<file path="src/hdl/assert_macros.svh">
// Assertion helpers used by the RTL (included by priority_queue_with_expiry)
`ifndef ASSERT_MACROS_SVH
`define ASSERT_MACROS_SVH
`ifndef SYNTH
`define ASSERT_ALWAYS(lbl, clk, rstn, prop, msg) \
    lbl: assert property (@(posedge clk) disable iff (!rstn) (prop)) else $error(msg);
`define ASSERT_IMPLY(lbl, clk, rstn, pre, post, msg) \
    lbl: assert property (@(posedge clk) disable iff (!rstn) (pre) |-> (post)) else $error(msg);
`else
`define ASSERT_ALWAYS(lbl, clk, rstn, prop, msg)
`define ASSERT_IMPLY(lbl, clk, rstn, pre, post, msg)
`endif
`endif

</file>
<file path="src/hdl/pqe_pkg.sv">
package pqe_pkg;

    // one queue entry as held in the slot memory
    typedef struct packed {
        logic [15:0] id;
        logic [3:0]  prio;
        logic [31:0] start;
        logic [31:0] tmo;
    } t_entry;

    typedef enum logic [2:0] {
        REQ_PUT    = 3'd0,
        REQ_GET    = 3'd1,
        REQ_REMOVE = 3'd2,
        REQ_HAS    = 3'd3,
        REQ_CLEAR  = 3'd4
    } t_req;

    localparam logic [1:0] ST_OK    = 2'd0;
    localparam logic [1:0] ST_OVER  = 2'd1;
    localparam logic [1:0] ST_EMPTY = 2'd2;

    localparam logic [1:0] CFG_MAX_ENTRIES = 2'd0;
    localparam logic [1:0] CFG_CLEAR_THR   = 2'd1;
    localparam logic [1:0] CFG_DEFAULT_PRI = 2'd2;

    localparam logic [3:0] PRIO_TOP = 4'd1;

    typedef enum logic [3:0] {
        S_IDLE,
        S_START,
        S_RD,
        S_EV,
        S_CHECK,
        S_INS_RD,
        S_INS_EV,
        S_INS_NEW,
        S_FRONT_RD,
        S_FRONT_EV,
        S_DONE
    } t_state;

endpackage

</file>
<file path="src/hdl/pqe_mem.sv">
module pqe_mem
    import pqe_pkg::*;
#(
    parameter int DEPTH = 16,
    parameter int AW    = 4
) (
    input  logic          i_clk,
    input  logic          i_rd_en,
    input  logic [AW-1:0] i_rd_addr,
    output t_entry        o_rd_data,
    input  logic          i_wr_en,
    input  logic [AW-1:0] i_wr_addr,
    input  t_entry        i_wr_data
);

    t_entry r_mem [DEPTH];

    // single write port, registered read port
    always_ff @(posedge i_clk) begin
        if (i_wr_en) begin
            r_mem[i_wr_addr] <= i_wr_data;
        end
        if (i_rd_en) begin
            o_rd_data <= r_mem[i_rd_addr];
        end
    end

endmodule

</file>
<file path="src/hdl/priority_queue_with_expiry.sv">
// Channel | Direction | Handshake                 | Payload
// in      | input     | i_in_valid / o_in_stall   | i_req_type .. i_now
// out     | output    | o_out_valid / i_out_stall | o_status .. o_entry_count
// cfg     | input     | i_cfg_we                  | i_cfg_idx, i_cfg_data
// One request at a time. Each pass over the queue visits one entry at a time
// (memory read, then evaluate and write back), set by the single slot memory.
// A put then walks back from the tail to insert the new entry in order.
// Reset (synchronous, active low) empties the queue and loads register defaults.
// A stalled output holds its result; the next request is taken once it is loaded.
`include "assert_macros.svh"
module priority_queue_with_expiry
    import pqe_pkg::*;
#(
    parameter int QUEUE_DEPTH = 16
) (
    input  logic        i_clk,
    input  logic        i_rst_n,
    input  logic        i_cfg_we,
    input  logic [1:0]  i_cfg_idx,
    input  logic [4:0]  i_cfg_data,
    input  logic        i_in_valid,
    output logic        o_in_stall,
    input  logic [2:0]  i_req_type,
    input  logic [15:0] i_entry_id,
    input  logic [3:0]  i_priority_req,
    input  logic [31:0] i_start_time,
    input  logic [31:0] i_timeout_ms,
    input  logic [31:0] i_now,
    output logic        o_out_valid,
    input  logic        i_out_stall,
    output logic [1:0]  o_status,
    output logic [15:0] o_out_entry_id,
    output logic [3:0]  o_out_priority,
    output logic        o_found,
    output logic [3:0]  o_front_priority,
    output logic [4:0]  o_entry_count
);

    localparam int AW   = (QUEUE_DEPTH > 1) ? $clog2(QUEUE_DEPTH) : 1;
    localparam int CW   = $clog2(QUEUE_DEPTH + 1);
    localparam int CMPW = (CW > 5) ? CW : 5;

    t_state r_state, n_state;

    logic [CW-1:0] r_cnt, r_k, r_w;
    logic [4:0]    r_max;
    logic [3:0]    r_thr, r_def;
    logic [2:0]    r_req;
    logic [15:0]   r_id;
    logic [3:0]    r_prio;
    logic [31:0]   r_start, r_tmo, r_now;
    logic          r_hit, r_found;
    logic [1:0]    r_status;
    logic [15:0]   r_oid;
    logic [3:0]    r_oprio, r_front;
    logic          r_out_valid;
    logic [1:0]    r_o_status;
    logic [15:0]   r_o_id;
    logic [3:0]    r_o_prio, r_o_front;
    logic          r_o_found;
    logic [4:0]    r_o_count;

    logic          rd_en, wr_en;
    logic [AW-1:0] rd_addr, wr_addr;
    t_entry        rd_data, wr_data, new_entry;

    logic          drop, match, goes_after, full, last, out_load;
    logic [31:0]   age;
    logic [CW-1:0] w_next;

    pqe_mem #(.DEPTH(QUEUE_DEPTH), .AW(AW)) u_mem (
        .i_clk     (i_clk),
        .i_rd_en   (rd_en),
        .i_rd_addr (rd_addr),
        .o_rd_data (rd_data),
        .i_wr_en   (wr_en),
        .i_wr_addr (wr_addr),
        .i_wr_data (wr_data)
    );

    assign new_entry = '{id: r_id, prio: r_prio, start: r_start, tmo: r_tmo};

    // per-entry decisions on the word just read
    always_comb begin
        age        = r_now - rd_data.start;
        match      = (rd_data.id == r_id);
        goes_after = (rd_data.prio > r_prio) ||
                     ((rd_data.prio == r_prio) && (rd_data.start > r_start));
        case (r_req)
            REQ_PUT:    drop = ((r_prio == PRIO_TOP) && (rd_data.prio >= r_thr)) ||
                               (age > rd_data.tmo);
            REQ_GET:    drop = (r_k == '0);
            REQ_REMOVE: drop = match && !r_hit;
            REQ_CLEAR:  drop = (rd_data.prio >= r_prio);
            default:    drop = 1'b0;
        endcase
        w_next = drop ? r_w : r_w + CW'(1);
        last   = (r_k == r_cnt - CW'(1));
        full   = (CMPW'(r_cnt) >= CMPW'(r_max)) || (r_cnt >= CW'(QUEUE_DEPTH));
    end

    assign out_load = !r_out_valid || !i_out_stall;

    // next state
    always_comb begin
        n_state = r_state;
        unique case (r_state)
            S_IDLE:     if (i_in_valid) n_state = S_START;
            S_START: begin
                if (r_req <= REQ_CLEAR && r_cnt != '0) n_state = S_RD;
                else if (r_req == REQ_PUT)             n_state = S_CHECK;
                else                                   n_state = S_FRONT_RD;
            end
            S_RD:       n_state = S_EV;
            S_EV: begin
                if (!last)                 n_state = S_RD;
                else if (r_req == REQ_PUT) n_state = S_CHECK;
                else                       n_state = S_FRONT_RD;
            end
            S_CHECK: begin
                if (full)            n_state = S_FRONT_RD;
                else if (r_cnt == '0) n_state = S_INS_NEW;
                else                  n_state = S_INS_RD;
            end
            S_INS_RD:   n_state = S_INS_EV;
            S_INS_EV: begin
                if (goes_after && r_k != CW'(1)) n_state = S_INS_RD;
                else                             n_state = S_INS_NEW;
            end
            S_INS_NEW:  n_state = S_FRONT_RD;
            S_FRONT_RD: n_state = S_FRONT_EV;
            S_FRONT_EV: n_state = S_DONE;
            S_DONE:     if (out_load) n_state = S_IDLE;
            default:    n_state = S_IDLE;
        endcase
    end

    // memory port control
    always_comb begin
        rd_en   = 1'b0;
        rd_addr = '0;
        wr_en   = 1'b0;
        wr_addr = r_k[AW-1:0];
        wr_data = rd_data;
        unique case (r_state)
            S_RD: begin
                rd_en   = 1'b1;
                rd_addr = r_k[AW-1:0];
            end
            S_EV: begin
                wr_en   = !drop;
                wr_addr = r_w[AW-1:0];
            end
            S_INS_RD: begin
                rd_en   = 1'b1;
                rd_addr = AW'(r_k - CW'(1));
            end
            S_INS_EV:   wr_en = goes_after;
            S_INS_NEW: begin
                wr_en   = 1'b1;
                wr_data = new_entry;
            end
            S_FRONT_RD: rd_en = 1'b1;
            default: begin
                rd_en = 1'b0;
            end
        endcase
    end

    // control registers
    always_ff @(posedge i_clk) begin
        if (!i_rst_n) begin
            r_state     <= S_IDLE;
            r_cnt       <= '0;
            r_out_valid <= 1'b0;
            r_max       <= 5'd16;
            r_thr       <= 4'd2;
            r_def       <= 4'd3;
        end else begin
            r_state <= n_state;
            if (i_cfg_we) begin
                case (i_cfg_idx)
                    CFG_MAX_ENTRIES: r_max <= i_cfg_data;
                    CFG_CLEAR_THR:   r_thr <= i_cfg_data[3:0];
                    CFG_DEFAULT_PRI: r_def <= i_cfg_data[3:0];
                    default:         r_max <= r_max;
                endcase
            end
            if (r_state == S_EV && last) r_cnt <= w_next;
            if (r_state == S_INS_NEW)    r_cnt <= r_cnt + CW'(1);
            if (r_state == S_DONE && out_load) r_out_valid <= 1'b1;
            else if (!i_out_stall)             r_out_valid <= 1'b0;
        end
    end

    // request datapath
    always_ff @(posedge i_clk) begin
        case (r_state)
            S_IDLE: begin
                r_req   <= i_req_type;
                r_id    <= i_entry_id;
                r_prio  <= i_priority_req;
                r_start <= i_start_time;
                r_tmo   <= i_timeout_ms;
                r_now   <= i_now;
            end
            S_START: begin
                r_k      <= '0;
                r_w      <= '0;
                r_hit    <= 1'b0;
                r_found  <= 1'b0;
                r_oid    <= '0;
                r_oprio  <= '0;
                r_status <= (r_req == REQ_GET && r_cnt == '0) ? ST_EMPTY : ST_OK;
            end
            S_EV: begin
                r_k <= r_k + CW'(1);
                r_w <= w_next;
                if (match) r_hit <= 1'b1;
                if (match && r_req == REQ_HAS) r_found <= 1'b1;
                if (r_req == REQ_GET && r_k == '0) begin
                    r_oid   <= rd_data.id;
                    r_oprio <= rd_data.prio;
                end
            end
            S_CHECK: begin
                r_k <= r_cnt;
                if (full) r_status <= ST_OVER;
            end
            S_INS_EV:   if (goes_after) r_k <= r_k - CW'(1);
            S_FRONT_EV: r_front <= (r_cnt != '0) ? rd_data.prio : r_def;
            default:    r_k <= r_k;
        endcase
        if (r_state == S_DONE && out_load) begin
            r_o_status <= r_status;
            r_o_id     <= r_oid;
            r_o_prio   <= r_oprio;
            r_o_found  <= r_found;
            r_o_front  <= r_front;
            r_o_count  <= 5'(r_cnt);
        end
    end

    assign o_in_stall       = (r_state != S_IDLE);
    assign o_out_valid      = r_out_valid;
    assign o_status         = r_o_status;
    assign o_out_entry_id   = r_o_id;
    assign o_out_priority   = r_o_prio;
    assign o_found          = r_o_found;
    assign o_front_priority = r_o_front;
    assign o_entry_count    = r_o_count;

    `ASSERT_ALWAYS(a_cnt_bound, i_clk, i_rst_n, r_cnt <= CW'(QUEUE_DEPTH), "count over depth")
    `ASSERT_IMPLY(a_compact_order, i_clk, i_rst_n, r_state == S_EV, r_w <= r_k, "write ahead of read")
    `ASSERT_IMPLY(a_no_ins_full, i_clk, i_rst_n, r_state == S_INS_NEW, r_cnt < CW'(QUEUE_DEPTH), "insert into full queue")
    `ASSERT_IMPLY(a_overload_keeps, i_clk, i_rst_n, r_state == S_INS_NEW, r_status == ST_OK, "insert after overload")

endmodule

</file>
<file path="config.mk">
export PLATFORM = sky130hd
export DESIGN_NAME = priority_queue_with_expiry
export DESIGN_NICKNAME = d
export VERILOG_FILES = /design/src/hdl/pqe_pkg.sv /design/src/hdl/pqe_mem.sv /design/src/hdl/priority_queue_with_expiry.sv
export VERILOG_INCLUDE_DIRS = /design/src /design/src/hdl
export SDC_FILE = /design/constraint.sdc
export NUM_CORES = 2
export LEC_CHECK = 0
export BUFFER_PORTS_ARGS = -buffer_cell sky130_fd_sc_hd__buf_2
export CORE_MARGIN = 2
export CORE_UTILIZATION = 40
export CTS_CLUSTER_SIZE = 12
export DETAILED_ROUTE_END_ITERATION = 8
export SLEW_MARGIN = 20
export SYNTH_ARGS = -nofsm -noshare
export SYNTH_HDL_FRONTEND = slang
export SYNTH_SLANG_ARGS = --single-unit
</file>
<file path="constraint.sdc">
create_clock -name i_clk -period 8.3 [get_ports i_clk]
set_input_delay 1.245 -clock i_clk [delete_from_list [all_inputs] [get_ports i_clk]]
set_output_delay 1.245 -clock i_clk [all_outputs]
set_load 0.05 [all_outputs]
</file>
==> impl_metrics.py <==
metrics = {
    "placed_design": {
        "routabilityCongestion": 0.848,
        "io_buffers": 164,
        "dp_hpwl_um": 89200,
        "preCtsSetupSlack_ns": 1.48,
    },
    "power_and_ir_drop": {
        "ir_drop_mv": 0.278,
        "power_leakage_nw": 23.8,
        "powerDensity_nw_per_um2": 262,
    },
    "setup_path": {
        "crit_path_end_kind": "flop",
        "critical_path.cell_chain": "inv_1, ha_1, inv_1, fa_1, a211oi_1, o21ai_0, o221ai_1, nor3_1, nor3_1, nor3b_1, a221oi_1, xnor2_1, ha_1, nand4_1, or4_4, a211oi_2, nor2b_2, a2111oi_2, a32oi_1, nor2_4, buf_4",
        "worstPathRequired_ns": 8.70,
        "slowest_stage": "buf_4",
        "slowest_delay_ns": 0.81,
        "start_kind": "flop",
        "critPathMaxFanout": 55,
        "path_class": "flop to flop",
        "arrival_ns": 7.36,
    },
    "logic_synthesis": {
        "synth_cells": 3386,
        "yosysMostFrequentCell": "edfxtp_1",
        "ys_top_cells_by_count": "1,617 x edfxtp_1, 336 x mux4_2, 264 x mux2i_1, 172 x nand2_1, 130 x inv_1",
        "ys_types": 70,
        "synth_area_per_cell_um2": 19.5,
        "synthFlopType": "edfxtp_1",
        "synth_edf_count": 1617,
        "ys_seq_elements": 1640,
        "async_flop_share_pct": 0,
        "ys_warn_count": 0,
        "synth_top_area_cell": "edfxtp_1",
        "synth_seq_area_share_pct": 74.2,
        "netlist_area_um2": 66100,
        "synthTopCellsByArea": "edfxtp_1 74%, mux4_2 11%, mux2i_1 4.0%",
        "netlist.area_leader.share_pct": 73.5,
        "syn_nets": 3633,
    },
    "route": {
        "drt_iter0_markers": 3332,
        "vias": 32500,
        "wirelength_um": 154000,
        "drcViolationCount": 0,
        "drtPass1Iterations": 5,
        "via_per_inst": 5.44,
        "ant_nets": 0,
        "wl_per_cell_um": 25.7,
    },
    "grt": {
        "grtUsageTotal_pct": 18.3,
        "met1_usage_pct": 26.9,
        "use_met2_pct": 27.9,
        "antenna_found_initial": 2,
        "grt.overflow.total": 0,
        "top_usage_layer": "met2",
        "grt_pass1_wl_um": 225000,
        "grt_max_degree": 121,
        "met3_usage_pct": 4.05,
        "grt_pass1_vias": 32900,
    },
    "final_layout": {
        "diodes": 0,
        "drive_gt1_share_pct": 22.8,
        "fill_cells": 14000,
        "syn_to_final_growth_pct": 14.0,
        "layout.nets": 3921,
        "utilization_pct": 45.8,
    },
    "cts": {
        "clk_latency_ns": 0.80,
        "post-cts-setup-buffers": 0,
        "cts.sinks": 1640,
        "cts_made_buffers": 170,
        "clockBufferDepth": 3,
        "cts_resized": 0,
        "cts_tree": "built",
        "htree_levels": 4,
        "cts_root_buffer": "clkbuf_16",
        "cts_hold_buf": 0,
        "clkSlewWorstSetupHoldPaths_ns": 0.06,
    },
    "floorplan": {
        "rows": 149,
        "die_area_um2": 168000,
        "start_util_pct": 40.2,
        "dieHeight_um": 410,
        "core_um2": 164000,
        "pin_count": 165,
        "die_x_um": 410,
    },
    "sta": {
        "period_share_pct": 83.8,
        "slew_violations": 0,
        "max_slew_margin_pct": 22.0,
        "min_period_ns": 6.96,
        "worst_pin_slew_ns": 1.16,
        "finalHoldViolations": 0,
        "finClkSkew_ns": 0.0431,
        "rsz0062_at_grt": "false",
        "finalWorstSetupSlack_ns": 1.34,
        "setup_tns_ns": 0,
        "finalSetupViolCount": 0,
        "max_freq_mhz": 144,
    },
    "hold_path": {
        "hp-class": "flop to flop",
    },
    "flow_run": {
        "drv_cap": 0,
    },
    "run_status": {
        "outcome": "completed",
    },
}
-- critical path, delay by kind of cell, from the launching register on --
family | cells | cell delay (ns)
adders and majority gates | 3 | 0.88
buffers and inverters | 3 | 0.94
and+or+nand+nor | 7 | 1.77
DFF | 1 | 0.36
AOI/OAI and AO/OA | 7 | 2.45
xor gates and xnor gates | 1 | 0.11
-- routing by layer --
layer  routed length (um)  vias to the layer above
met1                69400                    17000
met3                11000                      195
met4                 2970                        0
li1                     -                    14200
met5                    0                        -
met2                70400                     1076
-- power by group --
group / internal [mW] / switching (mW) / total (mW)
clock network: 3.98 / 3.09 / 7.07
registers: 9.78 / 0.270 / 10.1
logic: 0.887 / 1.70 / 2.59
total: 14.6 / 5.06 / 19.7
-- stage by stage --
stage | power [mW] | cell area (um2) | cells | hold slack, ns
2_1_floorplan | 11.8 | 66100 | 3386 | 0.400
3_3_place_gp | 12.8 | 70200 | 5691 | 0.404
3_5_place_dp | 12.8 | 70200 | 5691 | 0.405
4_1_cts | 19.9 | 75200 | 5971 | 0.416
5_1_grt | 20.5 | 75300 | 5971 | 0.420
6_report | 19.7 | 75300 | 5971 | 0.415
-- placed cells by master, fill, tap and decap left out, types with 28 or more instances in the layout --
master and n:
nand2_1 172, edfxtp_1 1617, clkinv_1 28, clkbuf_1 48, ha_1 115, buf_2 164
nand3_1 30, buf_4 74, inv_1 129, xor2_1 33, nor2_1 61, mux4_2 336
a21oi_1 64, clkbuf_16 173, mux2i_1 264, o21ai_0 72
-- state kept, by name, summed over array words and instances, names as in the netlist, 3 cells and up --
name / count
r_now: 32
u_mem.r_mem: 1344
r_id: 16
o_front_priority: 4
r_cnt: 5
r_start: 32
o_out_priority: 4
r_req: 3
r_def: 4
r_w: 5
r_state: 4
r_thr: 4
r_k: 5
u_mem.o_rd_data: 84
r_tmo: 32
r_front: 4
r_oid: 16
o_out_entry_id: 16
o_entry_count: 5
r_max: 5
r_prio: 4
r_oprio: 4
-- path summary, 6_finish.rpt --
kind,from,end,slack (ns),depth (start not counted)
min,r_oid[0]$_SDFFCE_PN0P_,o_out_entry_id[0]$_DFFE_PP_,0.41,0
min reg2reg,r_oid[0]$_SDFFCE_PN0P_,o_out_entry_id[0]$_DFFE_PP_,0.41,0
max,r_now[0]$_DFFE_PP_,u_mem.r_mem[5][41]$_DFFE_PP_,1.34,21
max reg2reg,r_now[0]$_DFFE_PP_,u_mem.r_mem[5][41]$_DFFE_PP_,1.34,21
-- logic make-up after synthesis --
group           count (synthesis)  synth area share (%)
xor+xnor                       57                 0.756
simple gates                  412                  2.90
flops                        1640                  74.2
fa+ha+maj                     116                  2.21
buf+inv                       274                  1.73
compound gates                284                  2.70
mux                           603                  15.5
-- cell type report --
class	instances	area, um2	share of cell area, %
tap	2189	2740	3.64
clock inverter	58	523	0.695
clock buffer	222	4520	6.01
timing repair buffer	260	1820	2.41
multi-input combinational	1472	16200	21.5
sequential	1640	49000	65.1
inverter	130	493	0.655
Power figures use the tool's default switching activity.
